File: src/hw/rtl/tst_pkg.sv
// ----------------------------------------------------------------------------
// tst_pkg
// Shared constants, types and helpers for the TCP segment tracker.
// ----------------------------------------------------------------------------
package tst_pkg;

    localparam int SEQ_W    = 32;
    localparam int ACK_W    = 32;
    localparam int HDR_W    = 4;
    localparam int LEN_W    = 16;
    localparam int FLAG_W   = 8;
    localparam int WIN_W    = 16;
    localparam int STAMP_W  = 32;
    // header length in bytes: words times four
    localparam int HBYTES_W = HDR_W + 2;
    // payload length plus SYN plus FIN
    localparam int SEQLEN_W = LEN_W + 1;

    // bit positions in the TCP flag byte
    localparam int FLAG_FIN = 0;
    localparam int FLAG_SYN = 1;
    localparam int FLAG_RST = 2;
    localparam int FLAG_ACK = 4;

    // classification of one request
    typedef struct packed {
        logic bad_segment;
        logic has_payload;
        logic retransmitted;
        logic window_grew;
        logic ack_advanced;
        logic duplicate_ack;
        logic stale_ack;
    } seg_class_t;

    // a lies before b in wrap-around sequence space
    function automatic logic seq_before(input logic [SEQ_W-1:0] a,
                                        input logic [SEQ_W-1:0] b);
        logic [SEQ_W-1:0] diff;
        diff = a - b;
        return diff[SEQ_W-1];
    endfunction

endpackage

File: src/hw/rtl/tcp_segment_tracker_core.sv
// ----------------------------------------------------------------------------
// tcp_segment_tracker_core
// Classifies the segment headers of one direction of one TCP connection and
// keeps next-send, next-receive, window, newest timestamp and sticky FIN.
// ----------------------------------------------------------------------------
//  channel  | signals                          | direction
//  ---------+----------------------------------+----------
//  in       | in_valid, in_stall, header ports | to core
//  out      | out_valid, out_stall, class/seq  | from core
//
//  one request per cycle sustained while out_stall is low
//  the input register feeds one compare/update pass that commits the
//  connection state in the same edge that loads the result register
//  reset clears all connection state to zero, connection not yet valid
//  a stalled result holds the pass; in_stall rises only while both the
//  input and the result register are full and out_stall is high
// ----------------------------------------------------------------------------
module tcp_segment_tracker_core
    import tst_pkg::*;
(
    input  logic                clk,
    input  logic                rst_n,

    input  logic                in_valid,
    output logic                in_stall,
    input  logic [SEQ_W-1:0]    seq_number,
    input  logic [ACK_W-1:0]    ack_number,
    input  logic [HDR_W-1:0]    header_words,
    input  logic [LEN_W-1:0]    segment_bytes,
    input  logic [FLAG_W-1:0]   flag_byte,
    input  logic [WIN_W-1:0]    window_size,
    input  logic                stamp_present,
    input  logic [STAMP_W-1:0]  stamp_value,

    output logic                out_valid,
    input  logic                out_stall,
    output logic                bad_segment,
    output logic                has_payload,
    output logic                retransmitted,
    output logic                window_grew,
    output logic                ack_advanced,
    output logic                duplicate_ack,
    output logic                stale_ack,
    output logic [SEQ_W-1:0]    end_sequence,
    output logic [SEQ_W-1:0]    next_send_out,
    output logic [ACK_W-1:0]    next_receive_out
);

    // input register
    logic                s1_valid_reg;
    logic [SEQ_W-1:0]    seq_reg;
    logic [ACK_W-1:0]    ack_reg;
    logic [HDR_W-1:0]    hwords_reg;
    logic [LEN_W-1:0]    segb_reg;
    logic [FLAG_W-1:0]   fb_reg;
    logic [WIN_W-1:0]    win_reg;
    logic                stamp_p_reg;
    logic [STAMP_W-1:0]  stamp_reg;

    // connection state
    logic [SEQ_W-1:0]    next_send_reg, next_send_next;
    logic [ACK_W-1:0]    next_receive_reg, next_receive_next;
    logic [WIN_W-1:0]    last_window_reg, last_window_next;
    logic [STAMP_W-1:0]  newest_stamp_reg, newest_stamp_next;
    logic                conn_valid_reg, conn_valid_next;
    logic                fin_seen_reg, fin_seen_next;
    logic                stamp_valid_reg, stamp_valid_next;

    // result register
    logic                out_valid_reg;
    seg_class_t          class_reg, class_next;
    logic [SEQ_W-1:0]    endseq_reg, endseq_next;

    logic                out_load;
    logic                s1_move;
    logic                in_load;

    // handshake
    assign out_load = !out_valid_reg || !out_stall;
    assign s1_move  = s1_valid_reg && out_load;
    assign in_stall = s1_valid_reg && !out_load;
    assign in_load  = in_valid && !in_stall;

    // single pass over the registered header
    logic [HBYTES_W-1:0] hbytes;
    logic [LEN_W-1:0]    plen;
    logic [SEQLEN_W-1:0] seqlen;
    logic                seg_fin, seg_syn, seg_rst, seg_ack;
    logic                seqlen_zero;
    logic                bad;
    logic [SEQ_W-1:0]    endseq;
    logic                classify;
    logic                retx, ackup, pure_ack, dup, stale, wgrow;

    always_comb
    begin
        hbytes      = {hwords_reg, 2'b00};
        seg_fin     = fb_reg[FLAG_FIN];
        seg_syn     = fb_reg[FLAG_SYN];
        seg_rst     = fb_reg[FLAG_RST];
        seg_ack     = fb_reg[FLAG_ACK];
        bad         = (segb_reg < {{(LEN_W-HBYTES_W){1'b0}}, hbytes}) ||
                      (seg_fin && seg_syn);
        plen        = segb_reg - {{(LEN_W-HBYTES_W){1'b0}}, hbytes};
        seqlen      = {1'b0, plen} + {{(SEQLEN_W-1){1'b0}}, seg_fin}
                                   + {{(SEQLEN_W-1){1'b0}}, seg_syn};
        seqlen_zero = (seqlen == '0);
        endseq      = seq_reg + {{(SEQ_W-SEQLEN_W){1'b0}}, seqlen};
        classify    = !seg_rst && conn_valid_reg;

        retx     = classify && !seqlen_zero &&
                   (seq_before(endseq, next_send_reg) ||
                    ((endseq == next_send_reg) && seq_before(seq_reg, next_send_reg)));
        ackup    = classify && seg_ack && seq_before(next_receive_reg, ack_reg);
        pure_ack = classify && !ackup && seg_ack && seqlen_zero;
        dup      = pure_ack && (ack_reg == next_receive_reg);
        stale    = pure_ack && (ack_reg != next_receive_reg);
        wgrow    = classify && (win_reg > last_window_reg) && !stale;

        // state defaults: unchanged
        next_send_next    = next_send_reg;
        next_receive_next = next_receive_reg;
        last_window_next  = last_window_reg;
        newest_stamp_next = newest_stamp_reg;
        conn_valid_next   = conn_valid_reg;
        fin_seen_next     = fin_seen_reg;
        stamp_valid_next  = stamp_valid_reg;

        class_next  = '0;
        endseq_next = seq_reg;

        if (bad)
        begin
            class_next.bad_segment = 1'b1;
        end
        else
        begin
            class_next.has_payload   = (plen != '0);
            class_next.retransmitted = retx;
            class_next.window_grew   = wgrow;
            class_next.ack_advanced  = ackup;
            class_next.duplicate_ack = dup;
            class_next.stale_ack     = stale;
            endseq_next              = endseq;

            // first segment takes the ack even without ACK
            if (ackup || !conn_valid_reg)
                next_receive_next = ack_reg;
            if (!stale)
                last_window_next = win_reg;
            if (stamp_p_reg)
            begin
                if (!stamp_valid_reg || seq_before(newest_stamp_reg, stamp_reg))
                    newest_stamp_next = stamp_reg;
                stamp_valid_next = 1'b1;
            end
            if (!retx)
            begin
                conn_valid_next = 1'b1;
                // fin stays sticky across zero-length segments
                fin_seen_next   = seg_fin || (fin_seen_reg && seqlen_zero);
                if (!seqlen_zero)
                    next_send_next = endseq;
            end
        end
    end

    // control and connection state
    always_ff @(posedge clk or negedge rst_n)
    begin
        if (!rst_n)
        begin
            s1_valid_reg     <= 1'b0;
            out_valid_reg    <= 1'b0;
            next_send_reg    <= '0;
            next_receive_reg <= '0;
            last_window_reg  <= '0;
            newest_stamp_reg <= '0;
            conn_valid_reg   <= 1'b0;
            fin_seen_reg     <= 1'b0;
            stamp_valid_reg  <= 1'b0;
        end
        else
        begin
            if (in_load)
                s1_valid_reg <= 1'b1;
            else if (s1_move)
                s1_valid_reg <= 1'b0;

            if (out_load)
                out_valid_reg <= s1_valid_reg;

            if (s1_move)
            begin
                next_send_reg    <= next_send_next;
                next_receive_reg <= next_receive_next;
                last_window_reg  <= last_window_next;
                newest_stamp_reg <= newest_stamp_next;
                conn_valid_reg   <= conn_valid_next;
                fin_seen_reg     <= fin_seen_next;
                stamp_valid_reg  <= stamp_valid_next;
            end
        end
    end

    // payload registers
    always_ff @(posedge clk)
    begin
        if (in_load)
        begin
            seq_reg     <= seq_number;
            ack_reg     <= ack_number;
            hwords_reg  <= header_words;
            segb_reg    <= segment_bytes;
            fb_reg      <= flag_byte;
            win_reg     <= window_size;
            stamp_p_reg <= stamp_present;
            stamp_reg   <= stamp_value;
        end
        if (s1_move)
        begin
            class_reg  <= class_next;
            endseq_reg <= endseq_next;
        end
    end

    assign out_valid        = out_valid_reg;
    assign bad_segment      = class_reg.bad_segment;
    assign has_payload      = class_reg.has_payload;
    assign retransmitted    = class_reg.retransmitted;
    assign window_grew      = class_reg.window_grew;
    assign ack_advanced     = class_reg.ack_advanced;
    assign duplicate_ack    = class_reg.duplicate_ack;
    assign stale_ack        = class_reg.stale_ack;
    assign end_sequence     = endseq_reg;
    assign next_send_out    = next_send_reg;
    assign next_receive_out = next_receive_reg;

`ifndef ASSERT_OFF
    // malformed request carries no other classification
    a_bad_clean: assert property (@(posedge clk) disable iff (!rst_n)
        out_valid && bad_segment |->
            !(has_payload || retransmitted || window_grew || ack_advanced ||
              duplicate_ack || stale_ack))
        else $error("bad segment with classification bits set");

    // ack classes exclude each other
    a_ack_onehot: assert property (@(posedge clk) disable iff (!rst_n)
        out_valid |-> $onehot0({ack_advanced, duplicate_ack, stale_ack}))
        else $error("more than one ack class");

    // stale ack never reports a window update
    a_stale_win: assert property (@(posedge clk) disable iff (!rst_n)
        out_valid && stale_ack |-> !window_grew)
        else $error("stale ack with window growth");

    // a retransmission leaves next-send alone
    a_retx_hold: assert property (@(posedge clk) disable iff (!rst_n)
        s1_move && retx |=> $stable(next_send_reg))
        else $error("next-send moved on retransmission");

    // stall only with a full input register
    a_stall_full: assert property (@(posedge clk) disable iff (!rst_n)
        in_stall |-> s1_valid_reg && out_valid_reg)
        else $error("input stalled with room in the pipe");
`endif

endmodule

File: config.mk
export PLATFORM = sky130hd
export DESIGN_NAME = tcp_segment_tracker_core
export DESIGN_NICKNAME = d
export VERILOG_FILES = /design/src/hw/rtl/tst_pkg.sv /design/src/hw/rtl/tcp_segment_tracker_core.sv
export SDC_FILE = /design/constraint.sdc
export NUM_CORES = 1
export LEC_CHECK = 0
export ABC_AREA = 0
export BUFFER_PORTS_ARGS = -buffer_cell sky130_fd_sc_hd__buf_2
export CORE_MARGIN = 3
export CORE_UTILIZATION = 40
export CTS_CLUSTER_DIAMETER = 40
export DETAILED_ROUTE_END_ITERATION = 6
export PLACE_DENSITY = 0.71
export RECOVER_POWER = 100
export SLEW_MARGIN = 20
export SYNTH_ARGS = -nofsm -noshare
export SYNTH_HDL_FRONTEND = slang
export SYNTH_SLANG_ARGS = --single-unit
File: constraint.sdc
create_clock -name clk -period 9.46 [get_ports clk]
set_input_delay 0.473 -clock clk [delete_from_list [all_inputs] [get_ports clk]]
set_output_delay 0.473 -clock clk [all_outputs]
set_load 0.03 [all_outputs]
==> results.txt <==
----------------------------------------------------
[Finish]
  Cell area after layout ... roughly 0.015 mm²
  Post-Route Utilization ... 0.497
  Total number of nets in the final design ... 1605
  Count of placed standard cells in the final layout, fillers left out ... 1757
  Area grow syn2layout ... 20.9%
  Layout cell share with drive strength beyond 1 ... 0.188

[Critical path]
  Largest fanout on the critical path ... 28
  Class of the most critical setup path ... reg -> reg
  Critical path data required time ... 9.86 ns
  Sort of element at the end of the critical path ... register
  Crit path arrival time ... 8.82 ns
  Startpoint Class ... register

[Floorplanning]
  X dimension of the die ... 185 µm
  Die outline height ... between 150 and 200 µm
  Placeable core region ... a little over 0.03 mm²
  Effective utilization at floorplan ... 0.411
  I/O pin count ... 250
  Total die area ... approximately 0.034 mm²
  Number of standard-cell rows in the floorplan ... 64

[Clock tree]
  Number of clock buffers inserted by TritonCTS ... 40
  Clock-pin slew reported for the worst setup and hold paths after clock tree synthesis ... 0.06 ns
  Number of levels in the clock H-tree ... 2
  Post-CTS setup buffer count ... 0
  Resize count post-CTS ... 0
  Cell chosen for the clock root ... sky130_fd_sc_hd__clkbuf_16
  CTS tree ... built
  Maximum count of clock buffers along a single path ... 3
  Number of sinks driven by the clock tree ... around 230
  Number of buffers added to fix hold violations after cts ... 1
  Skew-Pair Late Insertion Delay ... 0.53 ns

[Logic synthesis]
  Per-instance average area after synthesis ... approximately 12 µm²
  Synth Warn # ... 0
  Sequential fraction of the synthesis area ... 0.499
  Flop and latch count out of synthesis ... 226
  Number of distinct library cells after synthesis ... 75
  Cells after synthesis ... approximately 1100
  Syn nets ... 1363
  Most instantiated flip-flop cell in the synthesis netlist ... sky130_fd_sc_hd__edfxtp_1
  Area of the mapped netlist ... 0.0128 mm²
  Number of synthesized flops with an enable pin ... roughly 140
  Fraction of registers with async set or reset after synthesis ... 0.367

[Placed design]
  Routability-driven placement congestion ratio ... 0.860
  Pre-CTS WS ... roughly 1.2 ns
  Placed wire-length estimate ... between 20 and 25 mm
  Count of buffers inserted at the top-level ports ... between 200 and 250
  Number of cells in the design after placement ... 1678
  Cell area after placement ... around 0.014 mm²

[Run status]
  Failing checks ... max-capacitance violations, max-slew violations
  Outcome ... complete, but fails checks

[Timing]
  Final TNS setup ... 0 ns
  Final hold viol count ... 0
  Final setup margin ... between 1 and 1.5 ns
  Max_slew headroom ... -1.78
  Unrepaired setup endpoints after global routing ... no
  Post-layout minimum cycle time ... 8.41 ns
  Worst Max-Slew Pin Slew ... ~4.2 ns
  Fmax ... 119 MHz
  Hold_ws ... 0.110 ns
  Count of pins over their slew limit ... 304
  Count of final setup violators ... 0
  Setup clock skew after layout ... 0.0254 ns
  Final Cycle Share ... 0.889

[Global routing]
  Overall Global Routing Usage ... 0.177
  Total grt overflow ... 0
  Maximum number of pins on one net before global-route repair ... 73
  Number of global-route vias before repair ... roughly 9100
  Wire length of the first global-routing pass ... 47.6 mm
  Number of antenna violations at the first check in global routing ... 5

[Power]
  Largest vdd supply drop ... 0.162 mV
  Static power due to leakage ... 6.62 nW
  Sum of internal, switching and leakage power ... 4.45 mW
  Power density normalized to cell area ... between 200 and 300 mW/mm²

[Hold path]
  Worst Hold Class ... in -> reg

[Detailed routing]
  Per-cell routed wire length ... ~17 µm
  Number of optimization iterations in the first detailed-route pass ... 5
  DRC marker count from the first detailed-route iteration ... 491
  Via count ... around 9100
  Antenna Nets Post-Route ... 0
  Mean number of vias per cell ... 5.20
  Residual DRC ... 0
  Total detailed-routing wirelength ... 30.7 mm

[Flow run]
  Maximum Capacitance Violations ... 9

----------------------------------------------------
synth_stat cells (all sizes together), types with 7 or more instances:
| cell | instances | area share |
|---|---|---|
| edfxtp | 143 | 0.34 |
| ha | 131 | 0.13 |
| nand2 | 98 | 0.029 |
| inv | 97 | 0.028 |
| mux2 | 84 | 0.077 |
| dfrtp | 83 | 0.16 |
| nor2 | 46 | 0.014 |
| xnor2 | 42 | 0.029 |
| a21oi | 40 | 0.017 |
| o21ai | 37 | 0.015 |
| xor2 | 27 | 0.019 |
| a21o | 25 | 0.015 |
| nand4 | 25 | 0.012 |
| nand3 | 18 | 0.0074 |
| nor3 | 18 | 0.0070 |
| o21a | 16 | 0.0094 |
| clkbuf | 14 | 0.0041 |
| nor2b | 13 | 0.0064 |
| a211oi | 12 | 0.0084 |
| and2 | 10 | 0.0049 |
| and3 | 8 | 0.0039 |
| nor4 | 7 | 0.0039 |
final cells by class:
cell class	count	area, µm²
fill	2822	15600
tap	396	495
clock inverter	20	239
inverter	97	364
multi-input combinational	741	5890
antenna	3	7.51
timing repair buffer	220	953
sequential	226	6370
clock buffer	54	1130
cell usage in the layout (no fill, tap or decap), types with 6 or more instances in the layout:
cell / instances
sky130_fd_sc_hd__inv_1: 97
sky130_fd_sc_hd__a21o_1: 25
sky130_fd_sc_hd__edfxtp_1: 143
sky130_fd_sc_hd__o21bai_1: 6
sky130_fd_sc_hd__nand2b_1: 6
sky130_fd_sc_hd__mux2_2: 68
sky130_fd_sc_hd__nor3_1: 18
sky130_fd_sc_hd__buf_2: 94
sky130_fd_sc_hd__ha_1: 131
sky130_fd_sc_hd__nand4_1: 25
sky130_fd_sc_hd__xor2_1: 27
sky130_fd_sc_hd__and3_1: 8
sky130_fd_sc_hd__nand2_1: 98
sky130_fd_sc_hd__xnor2_1: 42
sky130_fd_sc_hd__clkbuf_1: 132
sky130_fd_sc_hd__nor2b_1: 13
sky130_fd_sc_hd__clkbuf_16: 42
sky130_fd_sc_hd__nand3_1: 17
sky130_fd_sc_hd__o21ai_0: 34
sky130_fd_sc_hd__nor4_1: 6
sky130_fd_sc_hd__mux2_4: 10
sky130_fd_sc_hd__nor2_1: 45
sky130_fd_sc_hd__dfrtp_1: 83
sky130_fd_sc_hd__a211oi_1: 10
sky130_fd_sc_hd__o21a_1: 16
sky130_fd_sc_hd__a21oi_1: 40
sky130_fd_sc_hd__mux2_1: 6
routing by layer:
layer  routed length (µm)  vias up  global-route usage
met4                 1010        4              0.0657
met3                 2260       64              0.0446
met1                13500     4366               0.230
met5                   29        -                   0
li1                     -     4441                   -
met2                14000      265               0.285
worst paths after layout:
kind / from / endpoint / slack, ns / depth (start not counted)
min in group asynchronous: rst_n / next_send_out[2]$_DFFE_PN0P_ / 1.13 / 2
setup / recovery: hwords_reg[0]$_DFFE_PP_ / next_send_out[25]$_DFFE_PN0P_ / 1.05 / 27
hold / removal: ack_number[2] / ack_reg[2]$_DFFE_PP_ / 0.11 / 1
setup reg to reg: hwords_reg[0]$_DFFE_PP_ / next_send_out[25]$_DFFE_PN0P_ / 1.05 / 27
hold reg to reg: s1_valid_reg$_DFFE_PN0P_ / out_valid$_DFFE_PN0P_ / 0.49 / 1
max in group asynchronous: rst_n / next_send_out[17]$_DFFE_PN0P_ / 4.64 / 3
cell families (layout without fill, tap and decap cells):
group | after synthesis | count (layout) | synth area share
compound gates | 172 | 172 | 0.0953
xor+xnor | 69 | 69 | 0.0473
fa+ha+maj | 134 | 134 | 0.133
buf+inv | 117 | 391 | 0.0365
flops | 226 | 226 | 0.499
mux | 87 | 87 | 0.0793
other cells | 0 | 3 | 0
simple gates | 279 | 279 | 0.110
worst max-delay path, stage by stage (launching register included):
cell and delay (ns):
sky130_fd_sc_hd__edfxtp_1 0.36, sky130_fd_sc_hd__ha_1 0.24, sky130_fd_sc_hd__fa_1 0.40, sky130_fd_sc_hd__nand2b_1 0.17, sky130_fd_sc_hd__a21oi_1 0.49, sky130_fd_sc_hd__mux2_1 0.42, sky130_fd_sc_hd__a211oi_2 0.38, sky130_fd_sc_hd__nor2b_1 0.26
sky130_fd_sc_hd__xor2_1 0.12, sky130_fd_sc_hd__ha_1 0.38, sky130_fd_sc_hd__and3_1 0.23, sky130_fd_sc_hd__and2_0 0.14, sky130_fd_sc_hd__o211ai_1 0.15, sky130_fd_sc_hd__and2_0 0.18, sky130_fd_sc_hd__o21ai_0 0.71, sky130_fd_sc_hd__nand3_1 0.43
sky130_fd_sc_hd__nor3_1 0.39, sky130_fd_sc_hd__xor2_1 0.23, sky130_fd_sc_hd__ha_1 0.27, sky130_fd_sc_hd__nand4_1 0.11, sky130_fd_sc_hd__nor3_1 0.09, sky130_fd_sc_hd__and3_1 0.17, sky130_fd_sc_hd__o31a_1 0.11, sky130_fd_sc_hd__nor4_1 0.34
sky130_fd_sc_hd__a21boi_0 0.26, sky130_fd_sc_hd__a211oi_4 0.41, sky130_fd_sc_hd__buf_4 0.45, sky130_fd_sc_hd__mux2_2 0.39
power breakdown:
part           internal, mW  switching [mW]
Combinational         0.579           0.994
Clock                 0.948           0.490
Sequential             1.28           0.161
No activity file was read; power rests on OpenSTA's default activity.
